`src/hdl/tws_pkg.sv`:
```
// Shared types, byte codes and the head-byte judge of the whitespace sanitizer.
`default_nettype none

package tws_pkg;

  // Width of the running output length counter; it saturates at all ones
  localparam int LENGTH_BITS = 16;
  // Width of the length field carried on each result
  localparam int OUT_LEN_W   = 16;
  // Results one input request can cause at most
  localparam int MAX_RES     = 3;

  // Plain byte codes
  localparam logic [7:0] BYTE_NUL   = 8'h00;
  localparam logic [7:0] BYTE_TAB   = 8'h09;
  localparam logic [7:0] BYTE_LF    = 8'h0A;
  localparam logic [7:0] BYTE_CR    = 8'h0D;
  localparam logic [7:0] BYTE_SPACE = 8'h20;

  // UTF-8 lead and continuation bytes of the folded whitespace sequences
  localparam logic [7:0] U8_C2 = 8'hC2;
  localparam logic [7:0] U8_E1 = 8'hE1;
  localparam logic [7:0] U8_E2 = 8'hE2;
  localparam logic [7:0] U8_E3 = 8'hE3;
  localparam logic [7:0] U8_EF = 8'hEF;
  localparam logic [7:0] U8_80 = 8'h80;
  localparam logic [7:0] U8_81 = 8'h81;
  localparam logic [7:0] U8_8A = 8'h8A;
  localparam logic [7:0] U8_9A = 8'h9A;
  localparam logic [7:0] U8_9F = 8'h9F;
  localparam logic [7:0] U8_A0 = 8'hA0;
  localparam logic [7:0] U8_A8 = 8'hA8;
  localparam logic [7:0] U8_A9 = 8'hA9;
  localparam logic [7:0] U8_AF = 8'hAF;
  localparam logic [7:0] U8_BB = 8'hBB;
  localparam logic [7:0] U8_BF = 8'hBF;

  // One result as it leaves the block
  typedef struct packed {
    logic [7:0]           out_byte;
    logic                 has_byte;
    logic                 end_of_string;
    logic                 run_last;
    logic [OUT_LEN_W-1:0] out_length;
  } res_t;

  // Verdict on a head byte: bytes consumed (zero ends the string) and the byte to emit
  typedef struct packed {
    logic [1:0] k;
    logic [7:0] ob;
  } judge_t;

  // Judge head byte c with lookahead n2, n3
  function automatic judge_t judge(input logic [7:0] c, input logic [7:0] n2,
                                   input logic [7:0] n3);
    judge_t j;
    logic   ws3;
    ws3  = 1'b0;
    j.k  = 2'd1;
    j.ob = BYTE_SPACE;
    unique case (c)
      U8_E1:   ws3 = (n2 == U8_9A) && (n3 == U8_80);
      U8_E2:   ws3 = ((n2 == U8_80) && (((n3 >= U8_80) && (n3 <= U8_8A)) ||
                       (n3 == U8_A8) || (n3 == U8_A9) || (n3 == U8_AF))) ||
                     ((n2 == U8_81) && (n3 == U8_9F));
      U8_E3:   ws3 = (n2 == U8_80) && (n3 == U8_80);
      U8_EF:   ws3 = (n2 == U8_BB) && (n3 == U8_BF);
      default: ws3 = 1'b0;
    endcase
    if (c == BYTE_NUL) begin
      j.k  = 2'd0;
      j.ob = BYTE_NUL;
    end else if ((c == U8_C2) && (n2 == U8_A0)) begin
      j.k = 2'd2;
    end else if (ws3) begin
      j.k = 2'd3;
    end else if (c == BYTE_CR) begin
      j.ob = BYTE_LF;
      j.k  = (n2 == BYTE_LF) ? 2'd2 : 2'd1;
    end else if ((c < BYTE_SPACE) && (c != BYTE_TAB) && (c != BYTE_LF)) begin
      j.k = 2'd1;
    end else begin
      j.ob = c;
    end
    return j;
  endfunction

endpackage

`default_nettype wire

```
`src/hdl/tws_in_reg.sv`:
```
// Input register stage: holds one accepted byte request until the core takes it.
`default_nettype none

module tws_in_reg (
  input  wire logic       clk_i,
  input  wire logic       rst_ni,
  input  wire logic       s_axis_tvalid,
  output logic            s_axis_tready,
  input  wire logic [7:0] s_axis_tdata,   // [7:0] in_byte
  input  wire logic       s_axis_tlast,   // in_last
  input  wire logic       free_i,
  output logic            valid_o,
  output logic [7:0]      byte_o,
  output logic            last_o
);

  logic       valid_q, valid_d;
  logic [7:0] byte_q;
  logic       last_q;
  logic       fire;

  // Take a new request whenever the stage is empty or empties this cycle
  assign s_axis_tready = !valid_q || free_i;
  assign fire          = s_axis_tvalid && s_axis_tready;

  always_comb begin
    valid_d = valid_q;
    if (fire) begin
      valid_d = 1'b1;
    end else if (free_i) begin
      valid_d = 1'b0;
    end
  end

  // Hold the control bit under reset
  always_ff @(posedge clk_i or negedge rst_ni) begin
    if (!rst_ni) begin
      valid_q <= 1'b0;
    end else begin
      valid_q <= valid_d;
    end
  end

  // Capture the payload on acceptance
  always_ff @(posedge clk_i) begin
    if (fire) begin
      byte_q <= s_axis_tdata;
      last_q <= s_axis_tlast;
    end
  end

  assign valid_o = valid_q;
  assign byte_o  = byte_q;
  assign last_o  = last_q;

endmodule

`default_nettype wire

```
`src/hdl/tws_core.sv`:
```
// Sanitizer core: lookahead window state, head-byte judging and result building.
`default_nettype none

module tws_core (
  input  wire logic                      clk_i,
  input  wire logic                      rst_ni,
  input  wire logic                      take_i,
  input  wire logic [7:0]                byte_i,
  input  wire logic                      last_i,
  output tws_pkg::res_t [tws_pkg::MAX_RES-1:0] res_o,
  output logic [1:0]                     n_o
);

  import tws_pkg::*;

  localparam logic [LENGTH_BITS-1:0] LEN_MAX = {LENGTH_BITS{1'b1}};

  logic [7:0]             la_q [2];
  logic [7:0]             la_d [2];
  logic [1:0]             cnt_q, cnt_d;
  logic [LENGTH_BITS-1:0] wr_q, wr_d;
  logic                   disc_q, disc_d;

  logic [1:0]             cnt_c, cin, cb, cc;
  logic [7:0]             w0, w1, w2, b0, b1, b2, c0, c1, c2;
  judge_t                 ja, jb, jc;
  logic                   va, vb, vc;
  logic [LENGTH_BITS-1:0] l1, l2, l3;

  function automatic logic [LENGTH_BITS-1:0] len_inc(input logic [LENGTH_BITS-1:0] v);
    return (v == LEN_MAX) ? v : v + 1'b1;
  endfunction

  // Bytes left after consuming k of c held ones
  function automatic logic [1:0] left(input logic [1:0] c, input logic [1:0] k);
    return (k >= c) ? 2'd0 : c - k;
  endfunction

  // Build the window with the new byte in the first free slot
  always_comb begin
    cnt_c = cnt_q[1] ? 2'd2 : cnt_q;
    cin   = cnt_c + 2'd1;
    w0    = (cnt_c == 2'd0) ? byte_i : la_q[0];
    w1    = (cnt_c == 2'd1) ? byte_i : la_q[1];
    w2    = (cnt_c == 2'd2) ? byte_i : BYTE_NUL;
  end

  // Judge the head, then the heads left after each step
  always_comb begin
    ja = judge(w0, w1, w2);
    case (ja.k)
      2'd1:    {b0, b1, b2} = {w1, w2, BYTE_NUL};
      2'd2:    {b0, b1, b2} = {w2, BYTE_NUL, BYTE_NUL};
      default: {b0, b1, b2} = {BYTE_NUL, BYTE_NUL, BYTE_NUL};
    endcase
    cb = left(cin, ja.k);
    jb = judge(b0, b1, b2);
    case (jb.k)
      2'd1:    {c0, c1, c2} = {b1, b2, BYTE_NUL};
      2'd2:    {c0, c1, c2} = {b2, BYTE_NUL, BYTE_NUL};
      default: {c0, c1, c2} = {BYTE_NUL, BYTE_NUL, BYTE_NUL};
    endcase
    cc = left(cb, jb.k);
    jc = judge(c0, c1, c2);
    va = (ja.k != 2'd0);
    vb = va && (cb != 2'd0) && (jb.k != 2'd0);
    vc = vb && (cc != 2'd0) && (jc.k != 2'd0);
    l1 = len_inc(wr_q);
    l2 = len_inc(l1);
    l3 = len_inc(l2);
  end

  // Form results and the next window state
  always_comb begin
    res_o  = '0;
    n_o    = 2'd0;
    la_d   = la_q;
    cnt_d  = cnt_q;
    wr_d   = wr_q;
    disc_d = disc_q;
    if (take_i) begin
      if (disc_q) begin
        // Drop the tail of a string cut by a zero byte
        if (last_i) begin
          la_d   = '{BYTE_NUL, BYTE_NUL};
          cnt_d  = 2'd0;
          wr_d   = '0;
          disc_d = 1'b0;
        end
      end else if (last_i) begin
        // Drain the window at the end of the buffer
        if (!va) begin
          res_o[0] = '{out_byte: BYTE_NUL, has_byte: 1'b0, end_of_string: 1'b1,
                       run_last: 1'b1, out_length: OUT_LEN_W'(wr_q)};
          n_o      = 2'd1;
        end else begin
          res_o[0] = '{out_byte: ja.ob, has_byte: 1'b1, end_of_string: !vb,
                       run_last: !vb, out_length: OUT_LEN_W'(l1)};
          n_o      = 2'd1;
          if (vb) begin
            res_o[1] = '{out_byte: jb.ob, has_byte: 1'b1, end_of_string: !vc,
                         run_last: !vc, out_length: OUT_LEN_W'(l2)};
            n_o      = 2'd2;
          end
          if (vc) begin
            res_o[2] = '{out_byte: jc.ob, has_byte: 1'b1, end_of_string: 1'b1,
                         run_last: 1'b1, out_length: OUT_LEN_W'(l3)};
            n_o      = 2'd3;
          end
        end
        la_d   = '{BYTE_NUL, BYTE_NUL};
        cnt_d  = 2'd0;
        wr_d   = '0;
        disc_d = 1'b0;
      end else if (cin == 2'd3) begin
        if (!va) begin
          // Zero byte mid-buffer: end the string and discard up to the last byte
          res_o[0] = '{out_byte: BYTE_NUL, has_byte: 1'b0, end_of_string: 1'b1,
                       run_last: 1'b1, out_length: OUT_LEN_W'(wr_q)};
          n_o      = 2'd1;
          la_d     = '{BYTE_NUL, BYTE_NUL};
          cnt_d    = 2'd0;
          wr_d     = '0;
          disc_d   = 1'b1;
        end else begin
          res_o[0] = '{out_byte: ja.ob, has_byte: 1'b1, end_of_string: 1'b0,
                       run_last: 1'b1, out_length: OUT_LEN_W'(l1)};
          n_o      = 2'd1;
          la_d     = '{b0, b1};
          cnt_d    = 2'd3 - ja.k;
          wr_d     = l1;
        end
      end else begin
        // Warm-up: hold the byte
        la_d  = '{w0, w1};
        cnt_d = cin;
      end
    end
  end

  always_ff @(posedge clk_i or negedge rst_ni) begin
    if (!rst_ni) begin
      la_q   <= '{BYTE_NUL, BYTE_NUL};
      cnt_q  <= 2'd0;
      wr_q   <= '0;
      disc_q <= 1'b0;
    end else begin
      la_q   <= la_d;
      cnt_q  <= cnt_d;
      wr_q   <= wr_d;
      disc_q <= disc_d;
    end
  end

endmodule

`default_nettype wire

```
`src/hdl/tws_out_buf.sv`:
```
// Result register: holds up to three results of one request and shifts them out.
`default_nettype none

module tws_out_buf (
  input  wire logic                            clk_i,
  input  wire logic                            rst_ni,
  input  wire logic                            load_i,
  input  wire tws_pkg::res_t [tws_pkg::MAX_RES-1:0] res_i,
  input  wire logic [1:0]                      n_i,
  output logic                                 free_o,
  output logic                                 m_axis_tvalid,
  input  wire logic                            m_axis_tready,
  output logic [23:0]                          m_axis_tdata,  // [7:0] out_byte, [23:8] out_length
  output logic [1:0]                           m_axis_tuser,  // [0] has_byte, [1] end_of_string
  output logic                                 m_axis_tlast   // run_last
);

  import tws_pkg::*;

  res_t [MAX_RES-1:0] res_q;
  logic [1:0]         cnt_q, cnt_d;
  logic               pop;

  assign m_axis_tvalid = (cnt_q != 2'd0);
  assign pop           = m_axis_tvalid && m_axis_tready;
  // Free when empty or when the final held result leaves this cycle
  assign free_o        = (cnt_q == 2'd0) || ((cnt_q == 2'd1) && m_axis_tready);

  always_comb begin
    cnt_d = cnt_q;
    if (load_i) begin
      cnt_d = n_i;
    end else if (pop) begin
      cnt_d = cnt_q - 2'd1;
    end
  end

  always_ff @(posedge clk_i or negedge rst_ni) begin
    if (!rst_ni) begin
      cnt_q <= 2'd0;
    end else begin
      cnt_q <= cnt_d;
    end
  end

  // Load a fresh set of results or advance the queue by one
  always_ff @(posedge clk_i) begin
    if (load_i) begin
      res_q <= res_i;
    end else if (pop) begin
      res_q[0] <= res_q[1];
      res_q[1] <= res_q[2];
    end
  end

  assign m_axis_tdata = {res_q[0].out_length, res_q[0].out_byte};
  assign m_axis_tuser = {res_q[0].end_of_string, res_q[0].has_byte};
  assign m_axis_tlast = res_q[0].run_last;

endmodule

`default_nettype wire

```
`src/hdl/text_whitespace_sanitizer.sv`:
```
// Top level of the text whitespace sanitizer.
// Takes one text byte per cycle unless the output side holds it, and folds listed UTF-8
// whitespace sequences, disallowed control bytes and CR/CRLF into a space or LF,
// through a three-byte lookahead window. A byte request is accepted while the input
// register is empty or hands its request on, and passes that register, then the result
// register on its way out. The last byte of a buffer may cause up to three results,
// which leave the result register one per cycle while the output is ready, so that
// request holds the input side until the final one leaves. A zero byte ends the string
// with an empty end marker, and bytes up to the one marked last are then dropped. Each
// result carries the saturating count of bytes written so far in the string.
`default_nettype none

module text_whitespace_sanitizer (
  input  wire logic        clk_i,
  input  wire logic        rst_ni,
  input  wire logic        s_axis_tvalid,
  output logic             s_axis_tready,
  input  wire logic [7:0]  s_axis_tdata,   // [7:0] in_byte
  input  wire logic        s_axis_tlast,   // in_last
  output logic             m_axis_tvalid,
  input  wire logic        m_axis_tready,
  output logic [23:0]      m_axis_tdata,   // [7:0] out_byte, [23:8] out_length
  output logic [1:0]       m_axis_tuser,   // [0] has_byte, [1] end_of_string
  output logic             m_axis_tlast    // run_last
);

  import tws_pkg::*;

  logic               free, s1_valid, s1_last, take;
  logic [7:0]         s1_byte;
  res_t [MAX_RES-1:0] res;
  logic [1:0]         res_n;

  // Move the held request into the core when the result register frees up
  assign take = s1_valid && free;

  tws_in_reg u_in_reg (
    .clk_i         (clk_i),
    .rst_ni        (rst_ni),
    .s_axis_tvalid (s_axis_tvalid),
    .s_axis_tready (s_axis_tready),
    .s_axis_tdata  (s_axis_tdata),
    .s_axis_tlast  (s_axis_tlast),
    .free_i        (free),
    .valid_o       (s1_valid),
    .byte_o        (s1_byte),
    .last_o        (s1_last)
  );

  tws_core u_core (
    .clk_i  (clk_i),
    .rst_ni (rst_ni),
    .take_i (take),
    .byte_i (s1_byte),
    .last_i (s1_last),
    .res_o  (res),
    .n_o    (res_n)
  );

  tws_out_buf u_out_buf (
    .clk_i         (clk_i),
    .rst_ni        (rst_ni),
    .load_i        (take),
    .res_i         (res),
    .n_i           (res_n),
    .free_o        (free),
    .m_axis_tvalid (m_axis_tvalid),
    .m_axis_tready (m_axis_tready),
    .m_axis_tdata  (m_axis_tdata),
    .m_axis_tuser  (m_axis_tuser),
    .m_axis_tlast  (m_axis_tlast)
  );

endmodule

`default_nettype wire

```
`config.mk`:
```
export PLATFORM = sky130hd
export DESIGN_NAME = text_whitespace_sanitizer
export DESIGN_NICKNAME = d
export VERILOG_FILES = /design/src/hdl/tws_pkg.sv /design/src/hdl/tws_in_reg.sv /design/src/hdl/tws_core.sv /design/src/hdl/tws_out_buf.sv /design/src/hdl/text_whitespace_sanitizer.sv
export SDC_FILE = /design/constraint.sdc
export NUM_CORES = 1
export LEC_CHECK = 0
export ABC_AREA = 1
export BUFFER_PORTS_ARGS = -buffer_cell sky130_fd_sc_hd__buf_2
export CORE_UTILIZATION = 30
export CTS_CLUSTER_DIAMETER = 40
export CTS_CLUSTER_SIZE = 40
export DETAILED_ROUTE_END_ITERATION = 12
export PLACE_DENSITY = 0.55
export SLEW_MARGIN = 20
export SYNTH_ARGS = -nofsm -noshare
export SYNTH_HDL_FRONTEND = slang
export SYNTH_SLANG_ARGS = --single-unit
```
`constraint.sdc`:
```
create_clock -name clk_i -period 5.6 [get_ports clk_i]
set_clock_uncertainty 0.2 [all_clocks]
set_input_delay 1.12 -clock clk_i [delete_from_list [all_inputs] [get_ports clk_i]]
set_output_delay 1.12 -clock clk_i [all_outputs]
set_load 0.05 [all_outputs]
```
# Yosys cells after proc, flatten, opt, wreduce, memory -nomap -nowiden
# Cells that the tools add are included.
# W data, S select, Z words.
# classes
add_sub_neg	8
mul	0
div	0
n_lt_le_gt_ge	7
n_eq_ne	40
n_shift	0
muxes	70
n_bitwise	3
reduce_logical	50
# op_table
operator	count
$mux W16	12
$mux W27	7
$mux W54	3
$eq A8 B8 Y1 const B	18
$mux W8	12
$add A16 B1 Y16 const B	3
$eq A16 B16 Y1 const B	3
$ne A8 B4 Y1 const B	6
$eq A8 B4 Y1 const B	5
$mux W10	4
$mux W2	20
$logic_not A8 Y1	3
$lt A8 B6 Y1 const B	3
$logic_and A1 B1 Y1	22
$mux W19	1
$reduce_bool A2 Y1	9
$pmux W8 S2	1
$mux W9	1
$eq A2 B1 Y1 const B	4
$ge A8 B8 Y1 const B	1
$le A8 B8 Y1 const B	1
$mux W1	8
$eq A2 B2 Y1 const B	3
$logic_or A1 B1 Y1	6
other kinds (15)	22
# word_totals
register_bits	128
latch_bits	0
ramBits	0
rom_bits	0
in_bits	13
n_memories	0

# Logic depth before layout (Yosys ltp)
# Gate-level depths: netlist of run 1.
# depth
ltp_word	39
mapped_depth	39
mapped_depth_nobuf	37

# Hierarchy
# A second synthesis of run 1 with hierarchy kept.
# unflattened
hier_cells	1240
area_unflattened_um2	8967.4
# modules_own_cells
mod	n_inst	cells_per_inst	area_each_um2	seq_area_each_um2
tws_core	1	919	5162.5	875.8
tws_out_buf	1	304	3482.1	2482.4
tws_in_reg	1	15	315.3	295.3
text_whitespace_sanitizer	1	2	7.5	0.0

# Worst setup path after synthesis of run 1
# OpenSTA, ideal clock, no wires.
# synth_timing
path_type	register to register
startpoint	register u_core.cnt_q[1]
endpoint	register u_out_buf.res_q[73] in the netlist's numbering (data pin)
setup_ns	0.140
arrival_time_ns	4.989
required_ns	5.260
slack_ns	0.271
stages_incl_launch_ff	34
path_buffers	4
path_cell_list	dfrtp_1 -> buf_2 -> nor2_1 -> buf_2 -> nand2_1 -> o21ai_0 -> inv_1 -> nor2_1 -> nand2_1 -> nor2_1 -> nand4_1 -> nor4_1 -> nor2_1 -> ha_1 -> inv_1 -> clkbuf_1 -> nor3_1 -> nand4_1 -> nor2_1 -> nand2_2 -> nand3_2 -> inv_2 -> ha_1 -> inv_1 -> fa_1 -> inv_1 -> o21ai_0 -> nand2_1 -> nor2_1 -> nand4_1 -> nor2_1 -> buf_2 -> nand3_2 -> nor2_1
# synth_via
elab_chain_cells	29
# synth_rtl
item	line	rtl
start: declaration	tws_core.sv:20	logic [1:0] cnt_q, cnt_d;
start signal: assignment	tws_core.sv:149	cnt_q <= cnt_d;
$mux W2 (*)	tws_core.sv:41	cnt_c = cnt_q[1] ? 2'd2 : cnt_q;
parallel branches: the longest is 28 deep, another holds $ge A8 B8 Y1	--	
end signal: assignment	tws_out_buf.sv:49	res_q <= res_i;
end: declaration	tws_out_buf.sv:20	res_t [MAX_RES-1:0] res_q;
# Every way passes the cells marked *.
# A chain may end at the register's enable or synchronous reset.

# Final worst setup path of run 1
# layout_timing
startpoint	register u_core.cnt_q[0]
endpoint	register u_out_buf.res_q[73] in the netlist's numbering (data pin)
# The elaborated chain is that of the path after synthesis.

==> impl_metrics.csv, run 1 <==
group,metric,value,unit
status,status,"completed",
setup_path,required,5680,ps
routing,ant_nets,0,
finish,nNetsFinal,1226,
clock_tree,cts-root-buf,"clkbuf_16",
floorplan,start_util,30.6,%
logic_synthesis,synth_area,8520,sq um
clock_tree,clkLatencyLatePin,430,ps
setup_path,ff2ff_setup_slack,250,ps
floorplan,dieArea,29100,sq um
finish,antenna_cells,0,
clock_tree,htreeDepth,4,
logic_synthesis,synth.most_common_cell,"nand2_1",
logic_synthesis,synth_top_flop_cell,"edfxtp_1",
timing,fin_crit_sh,95.5,%
finish,finalInstanceArea,10300,sq um
power,totalPowerFinal,5740,uW
place,placed_area,9190,sq um
clock_tree,clock_sinks,125,
timing,setup_ws,254,ps
floorplan,coreArea,27900,sq um
floorplan,io_pins,42,
logic_synthesis,synth_xor_area_share,0.308,%
logic_synthesis,avgSynthCellArea,7.49,sq um
place,dp_hpwl,19.2,mm
global_routing,grt-ovfl-total,0,
setup_path,worst_setup_path_end_kind,"register",
global_routing,antenna_found_initial,0,
timing,worst_pin_slew,683,ps
routing,drt_pass1_iterations,7,
global_routing,grt_max_degree,51,
clock_tree,clockBufferDepth,2,
place,place_ws,-62.5,ps
logic_synthesis,synth-compound-area-share,13.9,%
power,p_leak,0.00434,uW
floorplan,dieHeight,171,um
routing,viasPerCell,5.00,
global_routing,grt_pass1_wl,40.7,mm
timing,maxSlewViolCount,0,
routing,routed-via-count,7949,
setup_path,cp-start-kind,"register",
global_routing,grt_usage,18.4,%
routing,drt_wl_total,26.3,mm
logic_synthesis,ys_warn_count,0,
place,io_buffers,41,
clock_tree,numCtsBuffers,17,
logic_synthesis,synth_top_area_share,30.7,%
power,p_per_area,559,nW/um^2
logic_synthesis,synth_top_family_by_area,"simple AND/OR/NAND/NOR gates",
clock_tree,clk_pin_slew,60,ps
logic_synthesis,ys_seq_area_share,41.8,%
logic_synthesis,netlist_instances,1137,
logic_synthesis,synth.area.mux_share,0,%
timing,final_hold_viol_count,0,
logic_synthesis,ys_types,47,
run,drv_cap,0,
timing,final-setup-viol-count,0,
power,peakVddDrop,0.380,mV
logic_synthesis,synth_nets,1164,
routing,drc,0,
finish,area_growth,20.5,%
min_path,hold_path_class,"reg -> reg",
timing,min_period,5350,ps
timing,hold_slack,276,ps
setup_path,cp_max_fo,7,
clock_tree,cts_tree,"done",
setup_path,cpPeakStageDelay,480,ps
logic_synthesis,synthTopCellsByCount,"316 x nand2_1, 135 x inv_1, 132 x nor2_1",
logic_synthesis,ys_seq_elements,125,
timing,fmax,187,MHz
place,gp_congestion,0.928,
logic_synthesis,synthArstFlopShare,30.4,%
logic_synthesis,synth-simple-area-share,31.1,%
routing,drtIter0Drc,826,
setup_path,arrival,5430,ps
logic_synthesis,yosysTopAreaCell,"edfxtp_1",
setup_path,slowest_stage,"fa_1",
routing,post_drt_wl_per_cell,16.6,um
timing,relSlewSlack,54.5,%
logic_synthesis,synth_top_cells_by_area,"edfxtp_1 31%, nand2_1 14%, dfrtp_1 11%",
floorplan,fp-row-count,61,
logic_synthesis,synth_edf_count,87,
floorplan,die_w,171,um
logic_synthesis,synthAdderAreaFrac,2.23,%
global_routing,grt_pass1_vias,7364,
setup_path,critPathKind,"reg -> reg",
finish,drive_gt1_share,21.0,%
==> metrics by stage <==
step	cells	util (%)	setup TNS, ps
final	1590	36.9	0
after global routing	1590	36.9	-1420
after CTS	1574	35.2	-3.91
after detailed placement	1542	33.0	-442
after global placement	1542	33.0	0
after floorplan	1137	-	0
==> critical path, delay by kind of cell, from the launching register on <==
| family | cells | cell delay (ps) |
|---|---|---|
| flops | 1 | 460 |
| fa+ha+maj | 3 | 770 |
| simple gates | 19 | 2800 |
| buf+inv | 8 | 600 |
| compound gates | 3 | 360 |
==> kinds of logic (layout without fill, tap and decap cells) <==
kind of cell | Yosys count | after routing
AOI/OAI and AO/OA | 195 | 195
xor gates and xnor gates | 3 | 3
adders and majority gates | 14 | 14
buffers and inverters | 205 | 280
DFF | 125 | 125
and+or+nand+nor | 595 | 595
==> timing repair <==
item	CTS	global route
cloned	0	2
endpoints found under the setup margin	19	28
buffers inserted	0	15
hold buffers	0	0
gates resized for setup	3	94
pin swaps	0	25
==> worst paths after layout <==
kind                            startpoint                  end  cells after the start
max                        u_core.cnt_q[0]  u_out_buf.res_q[73]                     33
min                         u_core.la_q[8]       u_core.la_q[8]                      2
max reg2reg                u_core.cnt_q[0]  u_out_buf.res_q[73]                     33
min reg2reg                 u_core.la_q[8]       u_core.la_q[8]                      2
max in group asynchronous           rst_ni      u_core.cnt_q[1]                      1
min in group asynchronous           rst_ni       u_core.la_q[4]                      1
==> routing by layer <==
layer	wire, um	GRT usage (%)
met5	0	0
met4	517	6.19
met3	1560	2.73
met2	11600	27.4
met1	12700	27.0
==> registers in the layout, summed over array words and instances, names as in the netlist <==
signal and flops:
u_in_reg.valid_o 1, u_out_buf.cnt_q 2, u_out_buf.m_axis_tlast 1, u_out_buf.m_axis_tdata 24
u_core.wr_q 16, u_in_reg.last_o 1, u_core.disc_q 1, u_core.cnt_q 2
u_out_buf.m_axis_tuser 2, u_core.la_q 16, u_out_buf.res_q 51, u_in_reg.byte_o 8
==> where the power goes <==
group / total, uW / switching [uW] / internal [uW] / leakage (uW)
combinational: 2940 / 2060 / 884 / 0.00268
sequential: 1650 / 148 / 1500 / 0.00138
clock: 1150 / 453 / 697 / 0.000281
total: 5740 / 2660 / 3080 / 0.00434
==> area by class of cell <==
type	instances	area [sq um]
fill	2859	17600
multi-input combinational	807	4380
sequential	125	3570
timing repair buffer	103	693
inverter	145	556
tap	378	473
clock buffer	17	425
clock inverter	15	174
==> placed cells by master (no fill, tap or decap), types with 5 or more instances in the layout <==
cell type / n
nand3_2: 5
buf_2: 41
inv_1: 128
nor3_1: 17
o21ai_0: 90
nand2_4: 6
nand2_2: 22
a21oi_1: 21
nor2_1: 114
ha_1: 9
nand2_1: 307
nand3_1: 53
dfrtp_1: 36
o22ai_1: 9
inv_2: 10
nand4_1: 20
nor2_4: 18
edfxtp_1: 87
o21ai_2: 11
a22o_1: 6
clkinvlp_4: 6
clkbuf_16: 17
o21ai_1: 11
o32ai_1: 16
buf_4: 57
nor2_2: 13
a22oi_1: 8
Note: power is estimated with default switching activity, not from simulation.
==> inputs of run 2 (changes only) <==
--- a/config.mk
+++ b/config.mk
@@ -7,11 +7,14 @@
 export LEC_CHECK = 0
 export ABC_AREA = 1
 export BUFFER_PORTS_ARGS = -buffer_cell sky130_fd_sc_hd__buf_2
+export CELL_PAD_IN_SITES_DETAIL_PLACEMENT = 1
+export CELL_PAD_IN_SITES_GLOBAL_PLACEMENT = 1
+export CORE_MARGIN = 1.5
 export CORE_UTILIZATION = 30
 export CTS_CLUSTER_DIAMETER = 40
 export CTS_CLUSTER_SIZE = 40
 export DETAILED_ROUTE_END_ITERATION = 12
-export PLACE_DENSITY = 0.55
+export PLACE_DENSITY = 0.68
 export SLEW_MARGIN = 20
 export SYNTH_ARGS = -nofsm -noshare
 export SYNTH_HDL_FRONTEND = slang
==> run 2 against run 1 <==
Net effect:
- the flow now finishes with violations (negative setup slack)
- power rose by 5.9%
- final area rose by 2.1%
- worst setup slack got worse by 270 ps
- maximum frequency is 4.8% lower
- core utilization grew 0.76 points
- clock power rose by 5%
- via count grew 2.7%
- first-iteration DRC count shrank 15%
- routed wire length grew 13%
- hold slack improved by 2.2 ps
- combinational power is 9.9% higher
- sequential power about the same
==> impl_metrics.csv, run 2 (same netlist as run 1, synthesis figures left out) <==
group,metric,value,unit
status,status,"complete, but fails checks",
status,violations,"negative setup slack",
finish,layout_common_cells,"299 x nand2_1, 125 x inv_1, 114 x nor2_1, 91 x o21ai_0, 87 x edfxtp_1",
setup_path,slowest_stage,"fa_1",
timing,fin_crit_sh,100,%
power,p_per_area,580,nW/um^2
min_path,hold_path_class,"reg -> reg",
floorplan,die_w,172,um
timing,hold_slack,278,ps
clock_tree,clk_pin_slew,80,ps
power,p_leak,0.00445,uW
setup_path,r2r_start,"u_core.cnt_q[0]",
setup_path,cp_max_fo,7,
routing,viasPerCell,5.07,
power,peakVddDrop,0.304,mV
clock_tree,clkLatencyLatePin,430,ps
finish,final_common_cell,"nand2_1",
floorplan,dieHeight,172,um
timing,min_period,5610,ps
clock_tree,clock_sinks,125,
floorplan,start_util,30.6,%
setup_path,cpPeakStageDelay,490,ps
timing,setup_ws,-14.7,ps
finish,fill_cells,3391,
global_routing,grt_max_degree,41,
setup_path,arrival,5690,ps
routing,routed-via-count,8163,
routing,drt_pass1_iterations,6,
clock_tree,numCtsBuffers,17,
finish,nNetsFinal,1245,
floorplan,io_pins,42,
global_routing,grt_usage,20.2,%
floorplan,coreArea,27900,sq um
timing,rsz0062_at_grt,"true",
timing,fmax,178,MHz
timing,final-setup-viol-count,3,
global_routing,grt_pass1_vias,8138,
finish,area_growth,23.0,%
finish,largest_register_ff_count,51,
timing,final_hold_viol_count,0,
setup_path,worst_setup_path_end_kind,"register",
global_routing,antenna_found_initial,1,
setup_path,required,5680,ps
setup_path,critPathKind,"reg -> reg",
global_routing,grt_pass1_wl,45.4,mm
timing,setup-tns-final,-34.1,ps
timing,relSlewSlack,42.6,%
routing,drt_wl_total,29.7,mm
setup_path,cp-start-kind,"register",
min_path,hold_start,"u_core.la_q[12]",
setup_path,worst-path-buf-inv,10,
floorplan,fp-row-count,61,
run,drv_cap,0,
place,io_buffers,41,
setup_path,cp-startpoint,"u_core.cnt_q[0]",
routing,post_drt_wl_per_cell,18.4,um
setup_path,crit_family,"simple AND/OR/NAND/NOR gates",
place,dp_hpwl,21.2,mm
clock_tree,cts_tree,"done",
routing,drc,0,
finish,drive_gt1_share,23.3,%
floorplan,dieArea,29400,sq um
routing,ant_nets,0,
finish,fin_util,37.6,%
routing,drtIter0Drc,698,
clock_tree,clockBufferDepth,2,
global_routing,grt-ovfl-total,0,
clock_tree,cts-root-buf,"clkbuf_16",
timing,worst_pin_slew,860,ps
timing,maxSlewViolCount,0,
finish,top_register,"u_out_buf.res_q",
place,gp_congestion,0.925,
clock_tree,htreeDepth,4,
run 2: path summary, 6_finish.rpt:
kind                                  endpoint  slack (ps)  cells past startpoint
hold reg to reg                u_core.la_q[12]         280                      2
max in group asynchronous      u_core.cnt_q[1]        4170                      2
setup / recovery           u_out_buf.res_q[76]         -10                     34
setup reg to reg           u_out_buf.res_q[76]         -10                     34
min in group asynchronous       u_core.la_q[3]         570                      2
hold / removal                 u_core.la_q[12]         280                      2
run 2: final cells by class:
| cell class | count | area (sq um) | share of cell area (%) |
|---|---|---|---|
| Multi-Input combinational cell | 807 | 4400 | 42.0 |
| Sequential cell | 125 | 3570 | 34.0 |
| Timing Repair Buffer | 122 | 853 | 8.14 |
| Inverter | 145 | 554 | 5.29 |
| Clock buffer | 21 | 504 | 4.81 |
| Tap cell | 378 | 473 | 4.51 |
| Clock inverter | 11 | 126 | 1.21 |
| Antenna cell | 1 | 2.50 | 0.0239 |
run 2: repair_timing:
item | 4_1_cts | 5_1_grt
buffers inserted | 1 | 22
gates resized for setup | 8 | 104
pin swaps | 1 | 30
endpoints found under the setup margin | 25 | 27
hold buffers | 0 | 0
gates cloned | 0 | 3
run 2: tightest hold or removal path: stages (launching register included):
cell	delay, ps
dfrtp_1	340
nand2_1	50
nand2_1	60
run 2: per-layer routing:
layer / global-route usage, % / vias up / wire length [um]
li1: - / 3923 / -
met1: 29.5 / 3991 / 14600
met2: 30.6 / 212 / 13400
met3: 3.22 / 37 / 1220
met4: 5.23 / 0 / 473
met5: 0 / - / 0
run 2: power by group:
part           switching [uW]  total, uW  internal (uW)
sequential                146       1640           1500
clock                     470       1210            738
combinational            2220       3230           1010
total                    2830       6080           3250
run 2: metrics by stage:
step | cells | setup slack [ps] | cell area (sq um) | power [uW]
6_report | 1610 | -14.7 | 10500 | 6080
5_1_grt | 1609 | -255 | 10500 | 6430
4_1_cts | 1584 | 2.73 | 9920 | 5680
3_5_place_dp | 1551 | -287 | 9260 | 4450
3_3_place_gp | 1551 | -77.3 | 9260 | 4400
2_1_floorplan | 1137 | 271 | 8520 | 3520
